==> src/hw/rtl/rmq_pkg.sv <==
package rmq_pkg;

   localparam int LANES = 3;

   typedef enum logic [1:0] {
      BR_TRACE = 2'd0,
      BR_X     = 2'd1,
      BR_Y     = 2'd2,
      BR_Z     = 2'd3
   } branch_type;

   // Per-transaction control that travels beside the datapath.
   typedef struct packed {
      branch_type       branch;
      logic             degen;
      logic [LANES-1:0] neg;
   } ctl_type;

endpackage

==> src/hw/rtl/rmq_sqrt_cell.sv <==
// One digit of the square root: takes two radicand bits, yields one root bit.
module rmq_sqrt_cell #(
   parameter int SQW = 16,
   parameter int DW  = 51
) (
   input  logic                  clock,
   input  logic                  reset,
   input  logic                  adv,
   input  logic                  in_valid,
   input  rmq_pkg::ctl_type      in_ctl,
   input  logic [2*SQW-1:0]      in_v,
   input  logic [SQW-1:0]        in_q,
   input  logic [SQW+2:0]        in_r,
   input  logic [DW-1:0]         in_data,
   output logic                  out_valid,
   output rmq_pkg::ctl_type      out_ctl,
   output logic [2*SQW-1:0]      out_v,
   output logic [SQW-1:0]        out_q,
   output logic [SQW+2:0]        out_r,
   output logic [DW-1:0]         out_data
);
   localparam int VW  = 2 * SQW;
   localparam int RMW = SQW + 3;

   logic                 valid_ff;
   rmq_pkg::ctl_type     ctl_ff;
   logic [VW-1:0]        v_ff, v_in;
   logic [SQW-1:0]       q_ff, q_in;
   logic [RMW-1:0]       r_ff, r_in;
   logic [DW-1:0]        data_ff;
   logic [RMW-1:0]       rp;
   logic [RMW-1:0]       trial;
   logic                 ge;

   always_comb begin
      rp    = {in_r[RMW-3:0], in_v[VW-1 -: 2]};
      trial = {1'b0, in_q, 2'b01};
      ge    = (rp >= trial);
      r_in  = ge ? (rp - trial) : rp;
      q_in  = {in_q[SQW-2:0], ge};
      v_in  = {in_v[VW-3:0], 2'b00};
   end

   always_ff @(posedge clock) begin
      if (reset) begin
         valid_ff <= 1'b0;
      end else if (adv) begin
         valid_ff <= in_valid;
      end
   end

   always_ff @(posedge clock) begin
      if (adv) begin
         ctl_ff  <= in_ctl;
         v_ff    <= v_in;
         q_ff    <= q_in;
         r_ff    <= r_in;
         data_ff <= in_data;
      end
   end

   assign out_valid = valid_ff;
   assign out_ctl   = ctl_ff;
   assign out_v     = v_ff;
   assign out_q     = q_ff;
   assign out_r     = r_ff;
   assign out_data  = data_ff;

endmodule

==> config.mk <==
export PLATFORM = sky130hd
export DESIGN_NAME = rmq_sqrt_cell
export DESIGN_NICKNAME = d
export VERILOG_FILES = /design/src/hw/rtl/rmq_pkg.sv /design/src/hw/rtl/rmq_sqrt_cell.sv
export SDC_FILE = /design/constraint.sdc
export NUM_CORES = 1
export LEC_CHECK = 0
export BUFFER_PORTS_ARGS = -buffer_cell sky130_fd_sc_hd__buf_2
export CAP_MARGIN = 30
export CORE_MARGIN = 10
export CORE_UTILIZATION = 40
export DETAILED_ROUTE_END_ITERATION = 8
export HOLD_SLACK_MARGIN = 0.1
export PLACE_DENSITY = 0.72
export SETUP_SLACK_MARGIN = 0.1
export SYNTH_ARGS = -nofsm -noshare
export SYNTH_HDL_FRONTEND = slang
export SYNTH_SLANG_ARGS = --single-unit
export TNS_END_PERCENT = 10
==> constraint.sdc <==
create_clock -name clock -period 2.65 [get_ports clock]
set_input_delay 0.3975 -clock clock [delete_from_list [all_inputs] [get_ports clock]]
set_output_delay 0.3975 -clock clock [all_outputs]
set_load 0.05 [all_outputs]
==> out/qor.yml <==
dp_worst_setup_slack_ns: 0.02104
clk_pin_slew_ns: 0.06
die_area_um2: 17400
whs_path_depth: 2
critPathSlowestCell: "o41ai_1"
vias_per_cell: 4.748
drtIter0Drc: 238
num_vias: 3575
gp_congestion: 0.8522
cts_setup_buffers: 0
finalMaxSlewViolations: 0
drt-total-wl_um: 15040
r2r-end: "out_valid$_SDFFE_PP0P_"
coreArea_um2: 12160
slew_headroom_pct: 62.60
n_antenna_cell: 0
min_period_ns: 2.275
yosysTopAreaCell: "edfxtp_1"
drc: 0
fin_skew_ns: 0
clock-root-buffer: "clkbuf_16"
cts_tree: "yes"
critPathMaxFanout: 5
synth_cell_types: 45
fillers: 993
synth_top_area_share_pct: 73.11
r2r_start: "out_valid$_SDFFE_PP0P_"
path_delay_family: "compound AO/OA/AOI/OAI gates"
timing.fmax_mhz: 439.6
cts_resized: 0
worst-slew-pin-transition_ns: 0.5610
antenna_left: 0
start_kind: "primary input"
syn_to_final_growth_pct: 40.97
dieHeight_um: 131.9
rsz0062_at_grt: "false"
ys_top_cells_by_count: "122 x edfxtp_1, 21 x inv_1, 18 x ha_1, 15 x a21oi_1, 12 x nand2_1"
drt-pass1-iter-count: 5
critical_path_required_ns: 2.81
setup.worst_path.end_class: "flop"
worstHoldEndpoint: "out_valid$_SDFFE_PP0P_"
critPathKind: "primary input to flop"
start_util_pct: 41.20
ff2ff_path_depth: 2
ioPinCount: 253
finalCritPeriodShare_pct: 85.84
cts_htree_levels: 4
synth.most_common_cell: "edfxtp_1"
grt_pass1_vias: 3614
grt_usage_pct: 16.83
hold_class: "primary input to flop"
hold_viol: 0
drive_above_1_share_pct: 52.99
synth_seq_cells: 123
synth_flop_cell: "edfxtp_1"
leakage_nw: 3.073
cts.sinks: 123
syn_area_um2: 5011
tns_ns: 0
drv_cap: 0
hp-start: "reset"
power_density_nw_per_um2: 816.0
grt_max_degree: 45
slowest_delay_ns: 0.47
rows: 40
nNetsFinal: 719
avgSynthCellArea_um2: 16.65
synthCells: 301
portBuffers: 248
power_mw: 5.764
arrival_ns: 2.43
clk_latency_ns: 0.40
peakVddDrop_v: 0.0003183
setup_ws_ns: 0.3752
synth.area.top_cells: "edfxtp_1 73%, ha_1 4.5%, mux2_4 2.1%, mux2_2 2.0%, inv_1 1.6%"
cp_num_buf_inv: 2
wl_per_cell_um: 19.98
synthArstFlopShare_pct: 0
numCtsBuffers: 17
grt_first_pass_wirelength_um: 22220
status: "finished clean"
cts_hold_buf: 0
r2r_slack_ns: 2.07
ys_seq_area_share_pct: 73.51
yosysWarnings: 0
die_x_um: 131.9
antenna_found_initial: 0
crit_chain: "buf_2, inv_1, ha_1, o21ai_0, a211oi_2, a21oi_1, o41ai_1, xor2_1, mux2_4"
max-clock-path-buffers: 2
hpwlAfterDp_um: 12210
setup_viol: 0
grt_overflow_total: 0
synth_edf_count: 122
[report_power, final]
part           internal [mW]  leakage (nW)  switching, mW
registers               2.35          1.20         0.0384
clock network           1.27         0.242          0.775
logic                  0.367          1.63          0.962
[state kept, by name, indices dropped and copies added, names as in the netlist]
| register | cells |
|---|---|
| out_ctl | 6 |
| out_q | 16 |
| out_v | 30 |
| out_r | 19 |
| out_data | 51 |
| out_valid | 1 |
[cells in the final DEF (no fill, tap or decap), types with 4 or more instances in the layout]
cell type | Yosys | final
clkbuf_16 | 0 | 17
mux2_4 | 7 | 7
ha_1 | 18 | 18
xnor2_1 | 8 | 8
nand2_1 | 12 | 12
clkinvlp_4 | 0 | 5
edfxtp_1 | 122 | 122
nor2_1 | 11 | 11
inv_1 | 21 | 21
xor2_1 | 7 | 7
buf_2 | 1 | 247
o21a_1 | 5 | 5
nor3_1 | 7 | 7
nand3_1 | 4 | 4
clkinv_1 | 0 | 4
a21oi_1 | 15 | 15
buf_4 | 2 | 8
mux2_2 | 9 | 9
o21ai_0 | 10 | 10
[cell type report]
cell class | instances | area [um2] | area share (%)
Tap cell | 168 | 210.2 | 2.976
Timing Repair Buffer | 258 | 1356 | 19.20
Clock buffer | 19 | 432.9 | 6.128
Sequential cell | 123 | 3684 | 52.14
Inverter | 21 | 78.83 | 1.116
Clock inverter | 12 | 100.1 | 1.417
Multi-Input combinational cell | 152 | 1202 | 17.02
[stage by stage]
| stage | hold WS (ns) | std cells | cell area (um2) | utilization (%) |
|---|---|---|---|---|
| final | 0.1554 | 753 | 7064 | 58.09 |
| after floorplan | 0.4699 | 302 | 5015 | - |
| after detailed placement | 0.4912 | 722 | 6531 | 53.70 |
| after CTS | 0.1243 | 753 | 7064 | 58.09 |
| after global routing | 0.1169 | 753 | 7064 | 58.09 |
| after global placement | 0.4734 | 722 | 6531 | 53.70 |
[logic make-up (layout without fill, tap and decap cells)]
| family | count (synthesis) | after routing | synth area share, % |
|---|---|---|---|
| multiplexers | 19 | 19 | 4.719 |
| buffers and inverters | 27 | 310 | 2.572 |
| adder cells (fa/ha/maj) | 18 | 18 | 4.494 |
| AO/OA/AOI/OAI | 53 | 53 | 7.416 |
| AND/OR/NAND/NOR | 45 | 45 | 4.594 |
| other | 1 | 2 | 0.07483 |
| flip-flops | 123 | 123 | 73.51 |
| XOR/XNOR | 15 | 15 | 2.622 |
[worst max path at each step]
stage | startpoint | endpoint | cells after the start
6_report | in_q[0] | out_r[17]$_DFFE_PP_ | 9
5_1_grt | in_q[0] | out_r[17]$_DFFE_PP_ | 9
4_1_cts | in_q[0] | out_r[17]$_DFFE_PP_ | 9
3_5_place_dp | in_q[0] | out_r[17]$_DFFE_PP_ | 9
3_3_place_gp | in_q[0] | out_r[17]$_DFFE_PP_ | 9
2_1_floorplan | in_q[4] | out_r[11]$_DFFE_PP_ | 9
[routing by layer]
layer	global-route usage [%]	routed length [um]
met1	17.49	5396
met3	6.974	1318
met5	0	0
met2	30.22	8148
met4	4.944	181
Power figures use the tool's default switching activity.
