### config.mk
export PLATFORM = sky130hd
export DESIGN_NAME = rmq_div_cell
export DESIGN_NICKNAME = d
export VERILOG_FILES = /design/src/hw/rtl/rmq_pkg.sv /design/src/hw/rtl/rmq_div_cell.sv
export SDC_FILE = /design/constraint.sdc
export NUM_CORES = 1
export LEC_CHECK = 0
export BUFFER_PORTS_ARGS = -buffer_cell sky130_fd_sc_hd__buf_2
export CAP_MARGIN = 0
export CORE_AREA = 2 2 227 229
export CTS_CLUSTER_SIZE = 40
export DETAILED_ROUTE_END_ITERATION = 6
export DIE_AREA = 0 0 229 231
export PLACE_DENSITY = 0.55
export SYNTH_ARGS = -nofsm -noshare
export SYNTH_HDL_FRONTEND = slang
export SYNTH_SLANG_ARGS = --single-unit
### constraint.sdc
create_clock -name clock -period 5.15 [get_ports clock]
set_input_delay 0 -clock clock [delete_from_list [all_inputs] [get_ports clock]]
set_output_delay 0 -clock clock [all_outputs]
set_load 0.005 [all_outputs]
### src/hw/rtl/rmq_pkg.sv
package rmq_pkg;

   localparam int LANES = 3;

   typedef enum logic [1:0] {
      BR_TRACE = 2'd0,
      BR_X     = 2'd1,
      BR_Y     = 2'd2,
      BR_Z     = 2'd3
   } branch_type;

   // Per-transaction control that travels beside the datapath.
   typedef struct packed {
      branch_type       branch;
      logic             degen;
      logic [LANES-1:0] neg;
   } ctl_type;

endpackage

### src/hw/rtl/rmq_div_cell.sv
// One quotient bit of restoring division, for all three lanes at once.
module rmq_div_cell #(
   parameter int NW  = 32,
   parameter int DVW = 18,
   parameter int LW  = 17
) (
   input  logic                                clock,
   input  logic                                reset,
   input  logic                                adv,
   input  logic                                in_valid,
   input  rmq_pkg::ctl_type                    in_ctl,
   input  logic [DVW-1:0]                      in_dvs,
   input  logic [LW-1:0]                       in_lead,
   input  logic [rmq_pkg::LANES-1:0][NW-1:0]   in_n,
   input  logic [rmq_pkg::LANES-1:0][DVW-1:0]  in_p,
   input  logic [rmq_pkg::LANES-1:0][NW-1:0]   in_q,
   output logic                                out_valid,
   output rmq_pkg::ctl_type                    out_ctl,
   output logic [DVW-1:0]                      out_dvs,
   output logic [LW-1:0]                       out_lead,
   output logic [rmq_pkg::LANES-1:0][NW-1:0]   out_n,
   output logic [rmq_pkg::LANES-1:0][DVW-1:0]  out_p,
   output logic [rmq_pkg::LANES-1:0][NW-1:0]   out_q
);
   localparam int PW = DVW + 1;

   logic                                valid_ff;
   rmq_pkg::ctl_type                    ctl_ff;
   logic [DVW-1:0]                      dvs_ff;
   logic [LW-1:0]                       lead_ff;
   logic [rmq_pkg::LANES-1:0][NW-1:0]   n_ff, n_in;
   logic [rmq_pkg::LANES-1:0][DVW-1:0]  p_ff, p_in;
   logic [rmq_pkg::LANES-1:0][NW-1:0]   q_ff, q_in;
   logic [rmq_pkg::LANES-1:0][PW-1:0]   ps;
   logic [PW-1:0]                       dvs_ext;
   logic [PW-1:0]                       diff;
   logic                                ge;

   always_comb begin
      dvs_ext = {1'b0, in_dvs};
      diff    = '0;
      ge      = 1'b0;
      for (int l = 0; l < rmq_pkg::LANES; l++) begin
         ps[l]   = {in_p[l], in_n[l][NW-1]};
         ge      = (ps[l] >= dvs_ext);
         diff    = ps[l] - dvs_ext;
         p_in[l] = ge ? diff[DVW-1:0] : ps[l][DVW-1:0];
         q_in[l] = {in_q[l][NW-2:0], ge};
         n_in[l] = {in_n[l][NW-2:0], 1'b0};
      end
   end

   always_ff @(posedge clock) begin
      if (reset) begin
         valid_ff <= 1'b0;
      end else if (adv) begin
         valid_ff <= in_valid;
      end
   end

   always_ff @(posedge clock) begin
      if (adv) begin
         ctl_ff  <= in_ctl;
         dvs_ff  <= in_dvs;
         lead_ff <= in_lead;
         n_ff    <= n_in;
         p_ff    <= p_in;
         q_ff    <= q_in;
      end
   end

   assign out_valid = valid_ff;
   assign out_ctl   = ctl_ff;
   assign out_dvs   = dvs_ff;
   assign out_lead  = lead_ff;
   assign out_n     = n_ff;
   assign out_p     = p_ff;
   assign out_q     = q_ff;

endmodule

==> run_results.csv, run 1 <==
group,metric,value,unit
outcome,status,"finished, final reports clean",
critical_path,reg2reg_from,"out_valid",
cts,clockBufferDepth,3,
sta,rsz0062_at_grt,"false",
synthesis,yosys.area.top_type,"edfxtp_1",
placement,numPortBuffers,572,
power_and_ir_drop,switchingPower,1.74,mW
global_route,grt_max_degree,120,
route,via_per_inst,4.42,
global_route,grt_pass1_wl,75400,um
sta,max_freq,315,MHz
synthesis,postSynthAreaPerCell,15.7,um2
power_and_ir_drop,switching_share,26.4,%
cts,post-cts-setup-buffers,0,
critical_path,startpoint,"in_dvs[1]",
route,drc,0,
power_and_ir_drop,comb_power_share,18.1,%
cts,clk_pin_slew_worst_paths,60,ps
route,first_pass_iters,5,
global_route,globalRoute.totalOverflow,0,
route,drt_iter0_markers,637,
die,die-area,52900,um2
synthesis,yosysMostFrequentCell,"edfxtp_1",
power_and_ir_drop,power_density,332,nW/um2
placement,placed_area,15900,um2
critical_path,rr_endpoint,"out_valid",
die,io_pins,579,
synthesis,synth_async_sr_flop_share,0,%
final_layout,drive_above_1_share,40.6,%
route,drt_wl_total,54900,um
die,die_y,231,um
min_path,hp-class,"input pin to flip-flop",
synthesis,yosysSeqAreaShare,69.8,%
placement,place.gp.congestion,0.874,
synthesis,yosysUniqueCellTypes,65,
critical_path,critPathArrivalTime,3460,ps
route,vias,10500,
synthesis,synth_ff_type,"edfxtp_1",
cts,clock_latency,540,ps
critical_path,worst_setup_path_end_kind,"flip-flop",
die,die_w,229,um
critical_path,cp-start-kind,"input pin",
flow_run,drv_cap,0,
global_route,groute.usage.overall,19.9,%
sta,hold_viol,0,
power_and_ir_drop,intPower,4.86,mW
global_route,antenna_found_initial,8,
synthesis,ys_ff_latch,285,
synthesis,netlist_area,12200,um2
synthesis,synth.top_cell.area_share,69.7,%
cts,cts.sink_count,285,
die,initial_utilization,24.2,%
route,wl_per_cell,23.1,um
synthesis,synth.area.top_cells,"edfxtp_1, ha_1, mux2_2",
sta,fin_skew,0,ps
sta,finalSetupViolations,0,
global_route,grt_pass1_vias,10700,
critical_path,timing.critical_path.fanout_max,6,
synthesis,yosysWarningCount,0,
sta,period_share,61.6,%
final_layout,final_area,19900,um2
sta,maxSlewViolCount,0,
placement,dpl.hpwl,41400,um
sta,hold_ws,26.2,ps
cts,h-tree-depth,2,
synthesis,ys_top_cells_by_count,"edfxtp_1, ha_1, a21oi_1",
synthesis,synth_edf_count,284,
critical_path,endpoint,"out_p[17]",
power_and_ir_drop,p_leak,8.49,nW
critical_path,r2r_setup_slack,3940,ps
cts,cts_tree,"built",
critical_path,r2r_cells,3,
route,ant_nets,0,
final_layout,syn_to_final_growth,62.5,%
sta,timing.final.crit_period,3170,ps
synthesis,synthCells,782,
cts,cts_root_buf,"clkbuf_16",
sta,worst_pin_slew,934,ps
power_and_ir_drop,sequentialPowerShare,43.7,%
sta,setup-tns-final,0,ps
final_layout,final_util,39.2,%
power_and_ir_drop,ir_drop,0.215,mV
sta,slew_headroom,37.7,%
final_layout,final_nets,2012,
die,rows,83,
power_and_ir_drop,clockPowerShare,38.2,%
die,core_region_area,50700,um2
critical_path,required,5440,ps
cts,cts_made_buffers,37,
critical_path,path_class,"input pin to flip-flop",
==> layout by cell type (no fill, tap or decap), types with 7 or more instances in the layout <==
| cell | Yosys | routed |
|---|---|---|
| a211oi_1 | 7 | 7 |
| a21o_1 | 19 | 19 |
| a21oi_1 | 40 | 40 |
| a31oi_1 | 7 | 7 |
| buf_2 | 5 | 571 |
| clkbuf_16 | 0 | 38 |
| clkinv_2 | 0 | 7 |
| dlygate4sd3_1 | 0 | 284 |
| edfxtp_1 | 284 | 284 |
| ha_1 | 54 | 54 |
| inv_1 | 37 | 37 |
| mux2_2 | 33 | 33 |
| mux2_4 | 7 | 7 |
| nand2_1 | 36 | 36 |
| nand3_1 | 23 | 23 |
| nand4_1 | 10 | 10 |
| nor2_1 | 31 | 31 |
| nor3_1 | 9 | 9 |
| o211ai_1 | 8 | 8 |
| o21a_1 | 11 | 11 |
| o21ai_0 | 21 | 21 |
| o31ai_1 | 9 | 9 |
| xnor2_1 | 16 | 16 |
| xor2_1 | 20 | 20 |
==> through the flow <==
step / power (mW) / instances / worst slack, ps
after floorplan: 3.35 / 784 / 2900
after global placement: 3.93 / 2021 / 2020
after detailed placement: 3.93 / 2021 / 1990
after CTS: 6.69 / 2372 / 1900
after global routing: 6.88 / 2374 / 1750
final: 6.60 / 2375 / 1980
==> metal layers <==
metal,up-vias,track usage [%],routed length [um]
li1,4794,-,-
met1,5168,22.5,20900
met5,-,0,48
met3,74,4.73,3620
met2,464,36.3,28500
met4,8,7.35,1850
==> cell type report <==
class / count / area [um2]
Tap cell: 680 / 851
Clock inverter: 23 / 199
Clock buffer: 44 / 973
Multi-Input combinational cell: 444 / 3420
Sequential cell: 285 / 8550
Antenna cell: 3 / 7.51
Fill cell: 4855 / 30800
Inverter: 37 / 139
Timing Repair Buffer: 859 / 5750
==> cell families (layout without fill, tap and decap cells) <==
kind of cell | Yosys count | after routing | synth area share (%)
AOI/OAI and AO/OA | 156 | 156 | 8.87
DFF | 285 | 285 | 69.8
muxes | 45 | 45 | 4.30
adders and majority gates | 57 | 57 | 6.01
other | 1 | 6 | 0.0306
xor gates and xnor gates | 36 | 36 | 2.58
and+or+nand+nor | 147 | 147 | 6.09
buffers and inverters | 55 | 963 | 2.29
==> sequential cells by signal (all words and copies together), names as in the netlist <==
signal     cells
out_q         96
out_lead      17
out_p         54
out_ctl        6
out_n         93
out_valid      1
out_dvs       18
==> timing repair <==
action                    CTS  global route
hold endpoints to repair  282             0
gates resized for setup     0             0
hold buffers              284             0
==> power by group through the flow <==
| stage | clock, mW | combinational, mW | sequential (mW) |
|---|---|---|---|
| global route | 2.70 | 1.28 | 2.90 |
| detailed placement | 0 | 1.01 | 2.92 |
| floorplan | 0 | 0.407 | 2.95 |
| finish | 2.52 | 1.19 | 2.88 |
| global placement | 0 | 1.01 | 2.92 |
| CTS | 2.61 | 1.20 | 2.88 |
==> critical path: stages <==
cell and delay [ps]:
dlygate4sd3_1 530, buf_2 130, inv_1 300, ha_1 320, nand2b_1 120, a211oi_2 320, o21bai_1 190, o211ai_2 340
mux2_2 380, a211o_1 270, dlygate4sd3_1 550
==> worst min path at each step <==
stage                        start   endpoint  slack (ps)  depth (start not counted)
after floorplan              reset  out_valid          70                          1
after global placement    in_n[11]  out_n[12]         180                          1
after detailed placement  in_q[45]  out_q[46]         180                          1
after CTS                 in_p[53]  out_q[64]        0.09                          4
after global routing      in_p[53]  out_q[64]          20                          4
final                          adv  out_n[75]          30                          1
Power figures use the tool's default switching activity.
==> run 2: changes to the inputs <==
- CORE_AREA: 2 2 227 229 -> 2 2 226 228
- DIE_AREA: 0 0 229 231 -> 0 0 228 230
- PLACE_DENSITY: 0.55 -> 0.57
- clock period: 5.15 -> 2.55 ns (I/O delays scaled with it)
==> run 2 against run 1 <==
Compared with the run above:
- first-iteration DRC count fell by 5.5%
- power rose by 110%
- sequential power rose by 100%
==> run_results.csv, run 2 (synthesis gave the netlist of run 1 again) <==
group,metric,value,unit
placement,place.gp.congestion,0.907,
sta,hold_viol,0,
critical_path,path_class,"input pin to flip-flop",
sta,setup-tns-final,0,ps
critical_path,cp_num_buf_inv,4,
die,initial_utilization,24.6,%
sta,rsz0062_at_grt,"true",
cts,cts_tree,"built",
route,ant_nets,0,
final_layout,layout_common_cells,"buf_2, dlygate4sd3_1, edfxtp_1",
die,rows,82,
critical_path,cp-start-kind,"input pin",
die,die_w,228,um
sta,worst_pin_slew,538,ps
die,die_y,230,um
critical_path,required,2820,ps
route,drt_wl_total,53300,um
global_route,grt_pass1_wl,74900,um
sta,maxSlewViolCount,0,
cts,cts_made_buffers,36,
global_route,grt_pass1_vias,11100,
power_and_ir_drop,ir_drop,0.376,mV
critical_path,slowest_stage,"dlygate4sd3_1",
global_route,grt_max_degree,70,
flow_run,drv_cap,0,
global_route,globalRoute.totalOverflow,0,
sta,finalSetupViolations,0,
die,io_pins,579,
critical_path,timing.critical_path.fanout_max,18,
min_path,worst_hold_path.num_cells,6,
final_layout,final_nets,2078,
power_and_ir_drop,comb_power_share,18.5,%
critical_path,critPathTopFamily,"buffers and inverters",
global_route,groute.usage.overall,19.6,%
placement,dpl.hpwl,40400,um
critical_path,crit_chain,"dlygate4sd3_1, buf_2, inv_1, buf_12, ha_1, and3_2, a221o_1, o21bai_2, a31o_4, and2_4, mux2_2",
global_route,antenna_found_initial,10,
power_and_ir_drop,p_leak,8.89,nW
cts,cts.sink_count,285,
sta,timing.final.crit_period,2480,ps
placement,numPortBuffers,572,
final_layout,final_common_cell,"buf_2",
final_layout,syn_to_final_growth,68.2,%
sta,fin_skew,0,ps
cts,h-tree-depth,2,
sta,hold_ws,167,ps
power_and_ir_drop,sequentialPowerShare,42.3,%
critical_path,critPathArrivalTime,2750,ps
sta,period_share,97.3,%
final_layout,drive_above_1_share,43.4,%
outcome,status,"finished, final reports clean",
power_and_ir_drop,power_density,667,nW/um2
die,die-area,52400,um2
critical_path,r2r_cells,3,
sta,slew_headroom,64.1,%
route,wl_per_cell,21.9,um
power_and_ir_drop,switchingPower,3.44,mW
sta,max_freq,403,MHz
min_path,hp-class,"input pin to flip-flop",
route,via_per_inst,4.38,
critical_path,worst-path-stages,11,
cts,cts_root_buf,"clkbuf_16",
cts,clock_latency,530,ps
route,drt_iter0_markers,602,
critical_path,worst_setup_path_end_kind,"flip-flop",
route,drc,0,
route,vias,10600,
final_layout,largest_register_ffs,96,
cts,clk_pin_slew_worst_paths,50,ps
route,first_pass_iters,5,
power_and_ir_drop,clockPowerShare,39.2,%
critical_path,critical_path.max_stage_delay,530,ps
power_and_ir_drop,intPower,10.3,mW
power_and_ir_drop,switching_share,25.1,%
die,core_region_area,49900,um2
cts,clockBufferDepth,3,
## run 2: worst register-to-register path, cell delays in order, from the launching register on
cell and delay (ps):
dfxtp_1 300, mux2i_1 120, nor2_1 50, dlygate4sd3_1 540
## run 2: power by group through the flow
stage / clock [mW] / sequential [mW] / combinational [mW]
after floorplan: 0 / 5.95 / 0.823
after global placement: 0 / 5.91 / 2.12
after detailed placement: 0 / 5.90 / 2.14
after CTS: 5.56 / 5.81 / 2.53
after global routing: 5.70 / 5.86 / 2.74
final: 5.38 / 5.81 / 2.54
## run 2: path summary, 6_finish.rpt
| path | slack (ps) | from | to |
|---|---|---|---|
| hold reg to reg | 1030 | out_valid | out_valid |
| setup / recovery | 70 | in_dvs[6] | out_p[39] |
| hold / removal | 170 | in_p[35] | out_p[33] |
| setup reg to reg | 1430 | out_valid | out_valid |
## run 2: area by class of cell
cell class	count	area, um2
repair buffers	926	6350
fillers	4709	29300
diodes	2	5.00
clock buffers	41	962
flip-flops and latches	285	8550
well taps	672	841
multi-input cells	444	3460
clock inverters	21	284
inverters	37	143
## run 2: through the flow
step	utilization, %	setup slack [ps]	power (mW)	instance area (um2)	std cells
floorplan	-	303	6.77	12200	784
global placement	32.8	36.9	8.03	16400	2072
detailed placement	32.8	-16.8	8.04	16400	2072
CTS	41.1	16.1	13.9	20500	2420
global route	41.3	-22.2	14.3	20600	2428
finish	41.3	69.9	13.7	20600	2428
## run 2: routing by layer
layer / part of all wire (%) / vias to the layer above / GRT usage (%)
li1: - / 4927 / -
met5: 0.19 / - / 0
met2: 48 / 462 / 32.5
met4: 6.5 / 16 / 11.7
met3: 7.0 / 130 / 5.79
met1: 38 / 5101 / 22.5
## run 2: what timing repair did
action                                  4_1_cts  5_1_grt
hold endpoints to repair                    334        0
endpoints found under the setup margin        0       35
buffers inserted                              0        6
gates resized for setup                       0       13
hold buffers                                286        0
==> run 3: changes to the inputs <==
==> constraint.sdc (replaced) <==
create_clock -name clock -period 2.55 [get_ports clock]
set_input_delay 0.51 -clock clock [delete_from_list [all_inputs] [get_ports clock]]
set_output_delay 0.51 -clock clock [all_outputs]
set_load 0.005 [all_outputs]
==> run 3 against run 2 <==
Compared with the run above:
- largest cell class unchanged
- non-clock buffer count decreased by 169
- combinational power decreased by 6%
- worst hold slack worse by 20 ps
- clock power down 12%
- largest power group unchanged
- wire length fell by 3.2%
- global-route usage down 0.64 points
==> run_results.csv, run 3 (synthesis gave the netlist of run 1 again) <==
group,metric,value,unit
outcome,status,"finished, final reports clean",
final_layout,nFillCells,4964,
die,rows,82,
sta,worst_pin_slew,526,ps
final_layout,ff_latch_area,8550,um2
sta,hold_viol,0,
critical_path,timing.critical_path.fanout_max,3,
route,first_pass_iters,5,
critical_path,cp_num_buf_inv,4,
critical_path,path_class,"input pin to flip-flop",
placement,place.gp.congestion,0.908,
final_layout,final_cells,2264,
power_and_ir_drop,ir_drop,0.395,mV
critical_path,crit_chain,"buf_2, clkinvlp_4, ha_4, nand2_1, buf_4, or2_2, o211ai_4, buf_4, mux2_2, a211o_1",
critical_path,required,2830,ps
critical_path,critPathTopFamily,"buffers and inverters",
die,initial_utilization,24.6,%
cts,ctsHoldBuffers,0,
die,die_y,230,um
cts,clock_latency,510,ps
route,wl_per_cell,22.8,um
sta,fin_skew,0,ps
critical_path,reg2reg_from,"out_valid",
final_layout,final_nets,1910,
global_route,grt_max_degree,61,
placement,numPortBuffers,572,
final_layout,largest_register_ffs,96,
final_layout,drive_above_1_share,55.8,%
global_route,antenna_found_initial,30,
sta,max_freq,397,MHz
die,core_region_area,49900,um2
final_layout,multi_input_area,3650,um2
sta,timing.final.crit_period,2520,ps
cts,cts_made_buffers,35,
die,die_w,228,um
final_layout,final_area,18600,um2
placement,placed_area,17400,um2
sta,maxSlewViolCount,0,
die,io_pins,579,
placement,dpl.hpwl,42100,um
cts,cts_root_buf,"clkbuf_16",
cts,clk_pin_slew_worst_paths,70,ps
cts,cts_tree,"built",
global_route,grt_pass1_vias,10100,
power_and_ir_drop,power_density,697,nW/um2
route,via_per_inst,4.39,
final_layout,final_common_cell,"buf_2",
sta,setup-tns-final,0,ps
critical_path,cp_common_cell,"buf_4",
critical_path,cp-start-kind,"input pin",
critical_path,slowest_stage,"ha_4",
power_and_ir_drop,p_leak,8.16,nW
placement,dp_cells,2191,
sta,hold_ws,147,ps
min_path,hp-start,"in_n[54]",
sta,slew_headroom,64.8,%
cts,clockBufferDepth,3,
final_layout,layout_common_cells,"buf_2, edfxtp_1, buf_4",
critical_path,critical_path.max_stage_delay,320,ps
cts,h-tree-depth,2,
placement,place_ws,-603,ps
route,ant_nets,0,
critical_path,critPathArrivalTime,2800,ps
route,drt_wl_total,51600,um
min_path,hp-class,"input pin to flip-flop",
sta,finalSetupViolations,0,
sta,period_share,98.9,%
global_route,globalRoute.totalOverflow,0,
final_layout,syn_to_final_growth,51.8,%
critical_path,startpoint,"in_dvs[14]",
critical_path,worst_setup_path_end_kind,"flip-flop",
global_route,grt_pass1_wl,71200,um
route,drc,0,
global_route,groute.usage.overall,18.9,%
cts,cts.sink_count,285,
route,vias,9930,
route,drt_iter0_markers,663,
die,die-area,52400,um2
flow_run,drv_cap,0,
sta,setup_slack,28.6,ps
[run 3: worst paths after layout]
path	end	slack, ps	cells past startpoint
setup reg to reg	out_valid	1950	2
hold / removal	out_n[55]	150	1
hold reg to reg	out_valid	530	2
setup / recovery	out_p[17]	30	10
[run 3: area by class of cell]
cell class,instances,share of cell area [%]
diodes,6,0.0808
well taps,672,4.52
repair buffers,757,23.3
multi-input cells,446,19.6
flip-flops and latches,285,46.0
clock buffers,44,4.89
clock inverters,17,0.808
inverters,37,0.808
[run 3: metrics by stage]
stage,power (mW),utilization (%)
2_1_floorplan,6.81,-
3_3_place_gp,8.26,34.9
3_5_place_dp,8.28,34.9
4_1_cts,13.1,37.1
5_1_grt,13.5,37.3
6_report,12.9,37.3
[run 3: per-layer routing]
metal,wire length (um),vias to the layer above,GRT usage [%]
met1,19300,4766,20.9
met4,1380,36,5.76
li1,-,4609,-
met3,4620,99,7.63
met5,228,-,0
met2,26000,420,33.5
[run 3: power by group]
part / internal [mW] / switching, mW / leakage [nW]
clock: 2.74 / 2.01 / 0.505
sequential: 5.68 / 0.138 / 2.79
combinational: 1.18 / 1.20 / 4.87
total: 9.60 / 3.35 / 8.16
[run 3: what timing repair did]
item                                   4_1_cts  5_1_grt
cloned                                       1        1
buffers inserted                             0        4
pin swaps                                    1        4
resized for setup                            2        8
setup endpoints to repair                   16       30
endpoints found under the hold margin        0        0
